$ cat src/sv/fbbm_pkg.sv
`timescale 1ns / 1ps

package fbbm_pkg;

    // pool geometry, fixed by the 4-bit segment fields
    localparam int MAX_SEGS     = 16;
    localparam int INITIAL_SEGS = 3;
    localparam int SEG_W        = $clog2(MAX_SEGS);
    localparam int CNT_W        = $clog2(MAX_SEGS + 1);
    localparam int BORROW_W     = 8;
    localparam int RCV_W        = 8;
    localparam int TS_W         = 64;

    typedef logic [2:0]          t_action;
    typedef logic [1:0]          t_status;
    typedef logic [SEG_W-1:0]    t_seg;
    typedef logic [BORROW_W-1:0] t_borrow;
    typedef logic [TS_W-1:0]     t_ts;

    // action codes
    localparam t_action ACT_WRITE_START  = 3'd0;
    localparam t_action ACT_WRITE_END    = 3'd1;
    localparam t_action ACT_READ_START   = 3'd2;
    localparam t_action ACT_READ_END     = 3'd3;
    localparam t_action ACT_ADD_RECEIVER = 3'd4;
    localparam t_action ACT_CLOSE_SENDER = 3'd5;

    // status codes
    localparam t_status ST_OK            = 2'd0;
    localparam t_status ST_NO_RECEIVERS  = 2'd1;
    localparam t_status ST_SENDER_CLOSED = 2'd2;
    localparam t_status ST_POOL_FULL     = 2'd3;

    localparam t_borrow BORROW_MAX = {BORROW_W{1'b1}};

endpackage

$ cat src/sv/frame_buffer_borrow_manager_unit.sv
`timescale 1ns / 1ps

// timing: the result beat is registered in S_EXEC after the input beat is accepted,
//   later while the previous result is still waiting in the output register
// flow: a new item is taken only back in S_IDLE, after the read-modify-write of the
//   borrow count memory (read on accept, update and write back in S_EXEC)
// reset: state registers return to initial values, beat and result data are not
//   reset; borrow count and timestamp memories read zero via per-entry valid bits, no clearing pass
module frame_buffer_borrow_manager_unit (
    input  logic                  i_clk,
    input  logic                  i_rst_n,
    input  logic                  i_in_valid,
    output logic                  o_in_ready,
    input  fbbm_pkg::t_action     i_action,
    input  logic [3:0]            i_segment_index,
    input  fbbm_pkg::t_ts         i_timestamp_in,
    output logic                  o_out_valid,
    input  logic                  i_out_ready,
    output fbbm_pkg::t_status     o_status,
    output logic [3:0]            o_segment,
    output fbbm_pkg::t_ts         o_timestamp_out
);
    import fbbm_pkg::*;

    typedef enum logic {
        S_IDLE,
        S_EXEC
    } t_state;

    // control state
    t_state               r_state, n_state;
    t_action              r_action, n_action;
    t_ts                  r_ts_in, n_ts_in;
    t_seg                 r_addr, n_addr;
    t_seg                 r_newest, n_newest;
    t_seg                 r_older, n_older;
    t_seg                 r_pending, n_pending;
    logic [CNT_W-1:0]     r_seg_count, n_seg_count;
    logic [RCV_W-1:0]     r_rcv_count, n_rcv_count;
    logic                 r_conflate, n_conflate;
    logic                 r_closed, n_closed;
    logic [MAX_SEGS-1:0]  r_busy, n_busy;
    logic [MAX_SEGS-1:0]  r_bc_vld, n_bc_vld;
    logic [MAX_SEGS-1:0]  r_ts_vld, n_ts_vld;
    logic                 r_bc_q_vld, r_ts_q_vld;
    logic                 r_out_valid, n_out_valid;
    t_status              r_status, n_status;
    t_seg                 r_segment, n_segment;
    t_ts                  r_ts_out, n_ts_out;

    // memories
    t_borrow              r_bc_mem [MAX_SEGS];
    t_ts                  r_ts_mem [MAX_SEGS];
    t_borrow              r_bc_q;
    t_ts                  r_ts_q;
    logic                 bc_we, ts_we;
    t_seg                 ts_waddr;
    t_borrow              bc_wdata;

    logic                 in_fire;
    logic                 out_free;
    t_borrow              cnt;
    t_seg                 pick;
    logic                 found;

    assign o_in_ready      = (r_state == S_IDLE);
    assign in_fire         = i_in_valid & o_in_ready;
    assign out_free        = !r_out_valid || i_out_ready;
    assign o_out_valid     = r_out_valid;
    assign o_status        = r_status;
    assign o_segment       = r_segment;
    assign o_timestamp_out = r_ts_out;

    // borrow count as read, unwritten entries read as zero
    assign cnt = r_bc_q_vld ? r_bc_q : '0;

    // lowest free segment below the pool size, other than the newest
    always_comb begin
        found = 1'b0;
        pick  = r_newest;
        for (int i = 0; i < MAX_SEGS; i++) begin
            if (!found && (CNT_W'(i) < r_seg_count) && (SEG_W'(i) != r_newest)
                    && !r_busy[i]) begin
                found = 1'b1;
                pick  = SEG_W'(i);
            end
        end
    end

    // next state and result
    always_comb begin
        n_state     = r_state;
        n_action    = r_action;
        n_ts_in     = r_ts_in;
        n_addr      = r_addr;
        n_newest    = r_newest;
        n_older     = r_older;
        n_pending   = r_pending;
        n_seg_count = r_seg_count;
        n_rcv_count = r_rcv_count;
        n_conflate  = r_conflate;
        n_closed    = r_closed;
        n_busy      = r_busy;
        n_bc_vld    = r_bc_vld;
        n_ts_vld    = r_ts_vld;
        n_out_valid = r_out_valid;
        n_status    = r_status;
        n_segment   = r_segment;
        n_ts_out    = r_ts_out;
        bc_we       = 1'b0;
        bc_wdata    = cnt;
        ts_we       = 1'b0;
        ts_waddr    = r_pending;

        if (r_out_valid && i_out_ready) begin
            n_out_valid = 1'b0;
        end

        case (r_state)
            S_IDLE: begin
                // capture the beat, memory read address goes out with it
                if (in_fire) begin
                    n_action = i_action;
                    n_ts_in  = i_timestamp_in;
                    if (i_action == ACT_READ_START) begin
                        n_addr = r_conflate ? r_newest : r_older;
                    end else begin
                        n_addr = SEG_W'(i_segment_index);
                    end
                    n_state = S_EXEC;
                end
            end
            S_EXEC: begin
                // update and write back only when the result register is free
                if (out_free) begin
                    n_out_valid = 1'b1;
                    n_status    = ST_OK;
                    n_segment   = '0;
                    n_ts_out    = '0;
                    n_state     = S_IDLE;
                    case (r_action)
                        ACT_WRITE_START: begin
                            if (r_rcv_count == '0) begin
                                n_status = ST_NO_RECEIVERS;
                            end else begin
                                if (found) begin
                                    n_older = r_newest;
                                end else begin
                                    n_conflate = 1'b1;
                                end
                                n_pending = pick;
                                n_segment = pick;
                            end
                        end
                        ACT_WRITE_END: begin
                            ts_we              = 1'b1;
                            ts_waddr           = r_pending;
                            n_ts_vld[r_pending] = 1'b1;
                            n_newest           = r_pending;
                            n_conflate         = 1'b0;
                        end
                        ACT_READ_START: begin
                            if (r_closed) begin
                                n_status = ST_SENDER_CLOSED;
                            end else begin
                                if (cnt != BORROW_MAX) begin
                                    bc_we    = 1'b1;
                                    bc_wdata = cnt + 1'b1;
                                end
                                n_bc_vld[r_addr] = 1'b1;
                                n_busy[r_addr]   = 1'b1;
                                n_segment        = r_addr;
                                n_ts_out         = r_ts_q_vld ? r_ts_q : '0;
                            end
                        end
                        ACT_READ_END: begin
                            if (cnt != '0) begin
                                bc_we            = 1'b1;
                                bc_wdata         = cnt - 1'b1;
                                n_bc_vld[r_addr] = 1'b1;
                                n_busy[r_addr]   = (cnt != t_borrow'(1));
                            end
                        end
                        ACT_ADD_RECEIVER: begin
                            if (r_seg_count >= CNT_W'(MAX_SEGS)) begin
                                n_status = ST_POOL_FULL;
                            end else begin
                                n_seg_count = r_seg_count + 1'b1;
                                n_rcv_count = r_rcv_count + 1'b1;
                            end
                        end
                        ACT_CLOSE_SENDER: begin
                            n_closed = 1'b1;
                        end
                        default: begin
                        end
                    endcase
                end
            end
            default: begin
                n_state = S_IDLE;
            end
        endcase
    end

    // state and registered outputs
    always_ff @(posedge i_clk) begin
        if (!i_rst_n) begin
            r_state     <= S_IDLE;
            r_newest    <= '0;
            r_older     <= SEG_W'(1);
            r_pending   <= '0;
            r_seg_count <= CNT_W'(INITIAL_SEGS);
            r_rcv_count <= RCV_W'(1);
            r_conflate  <= 1'b0;
            r_closed    <= 1'b0;
            r_busy      <= '0;
            r_bc_vld    <= '0;
            r_ts_vld    <= '0;
            r_out_valid <= 1'b0;
        end else begin
            r_state     <= n_state;
            r_newest    <= n_newest;
            r_older     <= n_older;
            r_pending   <= n_pending;
            r_seg_count <= n_seg_count;
            r_rcv_count <= n_rcv_count;
            r_conflate  <= n_conflate;
            r_closed    <= n_closed;
            r_busy      <= n_busy;
            r_bc_vld    <= n_bc_vld;
            r_ts_vld    <= n_ts_vld;
            r_out_valid <= n_out_valid;
        end
        r_action  <= n_action;
        r_ts_in   <= n_ts_in;
        r_addr    <= n_addr;
        r_status  <= n_status;
        r_segment <= n_segment;
        r_ts_out  <= n_ts_out;
    end

    // borrow count memory, read on accept, written back in the update cycle
    always_ff @(posedge i_clk) begin
        if (bc_we) begin
            r_bc_mem[r_addr] <= bc_wdata;
        end
        r_bc_q     <= r_bc_mem[n_addr];
        r_bc_q_vld <= r_bc_vld[n_addr];
    end

    // timestamp memory
    always_ff @(posedge i_clk) begin
        if (ts_we) begin
            r_ts_mem[ts_waddr] <= r_ts_in;
        end
        r_ts_q     <= r_ts_mem[n_addr];
        r_ts_q_vld <= r_ts_vld[n_addr];
    end

endmodule
$ cat config.mk
export PLATFORM = sky130hd
export DESIGN_NAME = frame_buffer_borrow_manager_unit
export DESIGN_NICKNAME = d
export VERILOG_FILES = /design/src/sv/fbbm_pkg.sv /design/src/sv/frame_buffer_borrow_manager_unit.sv
export SDC_FILE = /design/constraint.sdc
export NUM_CORES = 2
export LEC_CHECK = 0
export ABC_CLOCK_PERIOD_IN_PS = 16000
export BUFFER_PORTS_ARGS = -buffer_cell sky130_fd_sc_hd__buf_2
export CAP_MARGIN = 20
export CORE_MARGIN = 2
export CORE_UTILIZATION = 55
export CTS_CLUSTER_DIAMETER = 80
export DETAILED_ROUTE_END_ITERATION = 10
export PLACE_DENSITY = 0.77
export SYNTH_ARGS = -nofsm -noshare
export SYNTH_HDL_FRONTEND = slang
export SYNTH_SLANG_ARGS = --single-unit
$ cat constraint.sdc
create_clock -name i_clk -period 16 [get_ports i_clk]
set_clock_uncertainty 0.15 [all_clocks]
set_input_delay 3.2 -clock i_clk [delete_from_list [all_inputs] [get_ports i_clk]]
set_output_delay 3.2 -clock i_clk [all_outputs]
set_load 0.1 [all_outputs]
==> impl_metrics.json <==
{
  "status": "finished, final reports clean",
  "setup_slack_ns": 8.69,
  "drc": 0,
  "p_int_mw": 6.30,
  "ys_types": 76,
  "yosysWarnings": 0,
  "synthTopCellsByArea": "edfxtp_1 (69%), nand2_1 (7.4%), dfxtp_1 (5.5%)",
  "fin_setup_tns_ns": 0,
  "relSlewSlack_pct": 18.4,
  "path_buf_inv": 4,
  "dp_slack_ns": 8.02,
  "synth_nets": 4161,
  "finalCritPeriodShare_pct": 45.7,
  "sw_frac_of_total_pct": 24.7,
  "dieArea_sq_um": 104000,
  "worstMarginPinSlew_ns": 1.22,
  "worstSkewPairLatency_ns": 0.75,
  "netlist.area_leader.share_pct": 69.2,
  "final.min_clock_period_ns": 7.31,
  "grt_pass1_wl_microns": 201000,
  "maxCapViolations": 0,
  "p_sw_mw": 2.07,
  "ios": 147,
  "start_kind": "input port",
  "cts-root-buf": "clkbuf_16",
  "antenna_left": 0,
  "seq_area_frac_synth_pct": 74.7,
  "ys_ff_latch": 1444,
  "antenna_found_initial": 8,
  "firstDrtPassIters": 6,
  "cts_num_sinks": 1444,
  "fp-row-count": 117,
  "grt_pass1_vias": 32975,
  "initial_core_util_pct": 55.2,
  "crit_required_ns": 16.41,
  "port_buffers": 146,
  "crit_fanout": 210,
  "path_class": "input port to register",
  "critical-path-top-delay-family": "buffers and inverters",
  "cpMaxStageDelayCell": "buf_4",
  "wl_per_cell_microns": 24.0,
  "netlist_area_sq_um": 56000,
  "ir_drop_mv": 0.112,
  "grtUsageTotal_pct": 25.9,
  "dpl_cell_area_sq_um": 57900,
  "numCtsBuffers": 141,
  "ys.flop_type": "edfxtp_1",
  "powerDensity_nw_per_um2": 134,
  "diodes": 0,
  "cts_hold_buffers": 0,
  "hold_class": "register to register",
  "drt_iter0_drc": 4885,
  "rsz0062_at_grt": "no",
  "hold_viol_final": 0,
  "maxSlewViolCount": 0,
  "postCtsResizedCells": 0,
  "area_growth_pct": 11.4,
  "seq_power_share_pct": 51.6,
  "regArea_sq_um": 41800,
  "grt_max_degree": 211,
  "async_flop_share_pct": 0,
  "pwr-share-comb_pct": 10.1,
  "yosysTopAreaCell": "edfxtp_1",
  "place_congestion": 0.889,
  "cts_buffer_depth": 3,
  "die_w_microns": 323,
  "cts_htree_levels": 4,
  "n_fill_cell": 7302,
  "routed_wl_microns": 136000,
  "crit_top_cell": "mux2i_1",
  "synthTopCellsByCount": "edfxtp_1 (1289), nand2_1 (1107), nand3_1 (460)",
  "crit_chain": "buf_2, nor3b_4, mux2i_1, o21a_4, inv_8, buf_4, buf_12, mux2i_1, mux2i_1, a32oi_1, o221ai_1",
  "power_leakage_nw": 22.3,
  "syn_inst": 4080,
  "setup.worst_path.end_class": "register",
  "clkPwrFrac_pct": 38.3,
  "nNetsFinal": 4258,
  "tritoncts": "built",
  "post_cts_buffers": 0,
  "max_freq_mhz": 137,
  "via_count": 34554,
  "total_power_mw": 8.36,
  "dpl.hpwl_microns": 67400,
  "setup_viol": 0,
  "slowest_delay_ns": 0.94,
  "syn_area_per_cell_sq_um": 13.7,
  "die_y_microns": 323,
  "vias_per_cell": 6.10,
  "final_area_sq_um": 62300,
  "cts.clk_slew.worst_paths_ns": 0.06,
  "multi_input_area_sq_um": 13000,
  "grt.overflow.total": 0,
  "core_sq_um": 101000,
  "drive_above_1_share_pct": 10.8,
  "yosysMostFrequentCell": "edfxtp_1",
  "worstPathArrival_ns": 7.72,
  "synth_edf_count": 1289
}
## power groups by stage
stage | combinational, mW | clock (mW) | sequential, mW
floorplan | 0.555 | 0 | 4.40
global placement | 0.813 | 0 | 4.39
detailed placement | 0.832 | 0 | 4.39
CTS | 0.837 | 3.23 | 4.31
global route | 0.911 | 3.37 | 4.33
finish | 0.846 | 3.20 | 4.32
## flip-flops by register name (all words and copies together), names as in the netlist, 2 cells and up
| name | count |
|---|---|
| o_status | 2 |
| r_bc_q | 8 |
| r_busy | 16 |
| r_bc_vld | 16 |
| r_bc_mem | 128 |
| r_ts_q | 64 |
| r_seg_count | 5 |
| r_ts_vld | 16 |
| r_rcv_count | 8 |
| o_segment | 4 |
| r_ts_in | 64 |
| o_timestamp_out | 64 |
| r_newest | 4 |
| r_ts_mem | 1024 |
| r_action | 3 |
| r_pending | 4 |
| r_older | 4 |
| r_addr | 4 |
## placed cells by master (no fill, tap or decap), drive strengths merged, types with 11 or more instances in the layout
cell type and n:
a21oi 23, a32oi 76, and3 68, buf 213, clkbuf 209, clkinv 42, dfxtp 155, edfxtp 1289
inv 20, mux2i 234, nand2 1107, nand3 460, nor2 66, nor2b 18, nor3 21, o21a 38
o21ai 18, o221a 16, o221ai 73, xnor2 11
## final cells by class
class	instances	area share (%)
multi-input combinational	2361	20.9
sequential	1444	67.1
clock buffer	209	6.58
inverter	16	0.124
clock inverter	52	0.620
timing repair buffer	213	2.00
tap	1368	2.75
## kinds of logic (layout without fill, tap and decap cells)
| family | count (synthesis) | after routing | share of synthesized area, % |
|---|---|---|---|
| AO/OA/AOI/OAI | 305 | 305 | 4.40 |
| XOR/XNOR | 12 | 12 | 0.188 |
| adder cells (fa/ha/maj) | 6 | 6 | 0.134 |
| buffers and inverters | 275 | 490 | 2.31 |
| flip-flops | 1444 | 1444 | 74.7 |
| multiplexers | 236 | 236 | 4.23 |
| AND/OR/NAND/NOR | 1802 | 1802 | 14.0 |
## routing by layer
metal | GRT usage, % | routed length (microns)
met1 | 36.1 | 53700
met2 | 40.4 | 63300
met3 | 5.37 | 14100
met4 | 10.1 | 4730
met5 | 0 | 27
## per-stage QoR
step,utilization [%],hold slack [ns],std cells
3_5_place_dp,57.1,0.303,5401
6_report,61.5,0.314,5663
4_1_cts,61.5,0.316,5662
5_1_grt,61.5,0.335,5663
3_3_place_gp,57.1,0.296,5401
2_1_floorplan,-,0.290,4080
## path summary, 6_finish.rpt
path | cells past startpoint | slack (ns) | to | startpoint
worst min-delay path | 1 | 0.31 | r_ts_vld[8] | r_ts_vld[8]
worst max register to register | 10 | 10.72 | r_ts_q[41] | r_newest[1]
worst max-delay path | 11 | 8.69 | r_ts_q[41] | i_action[0]
worst min register to register | 1 | 0.31 | r_ts_vld[8] | r_ts_vld[8]
Note: power is estimated with default switching activity, not from simulation.
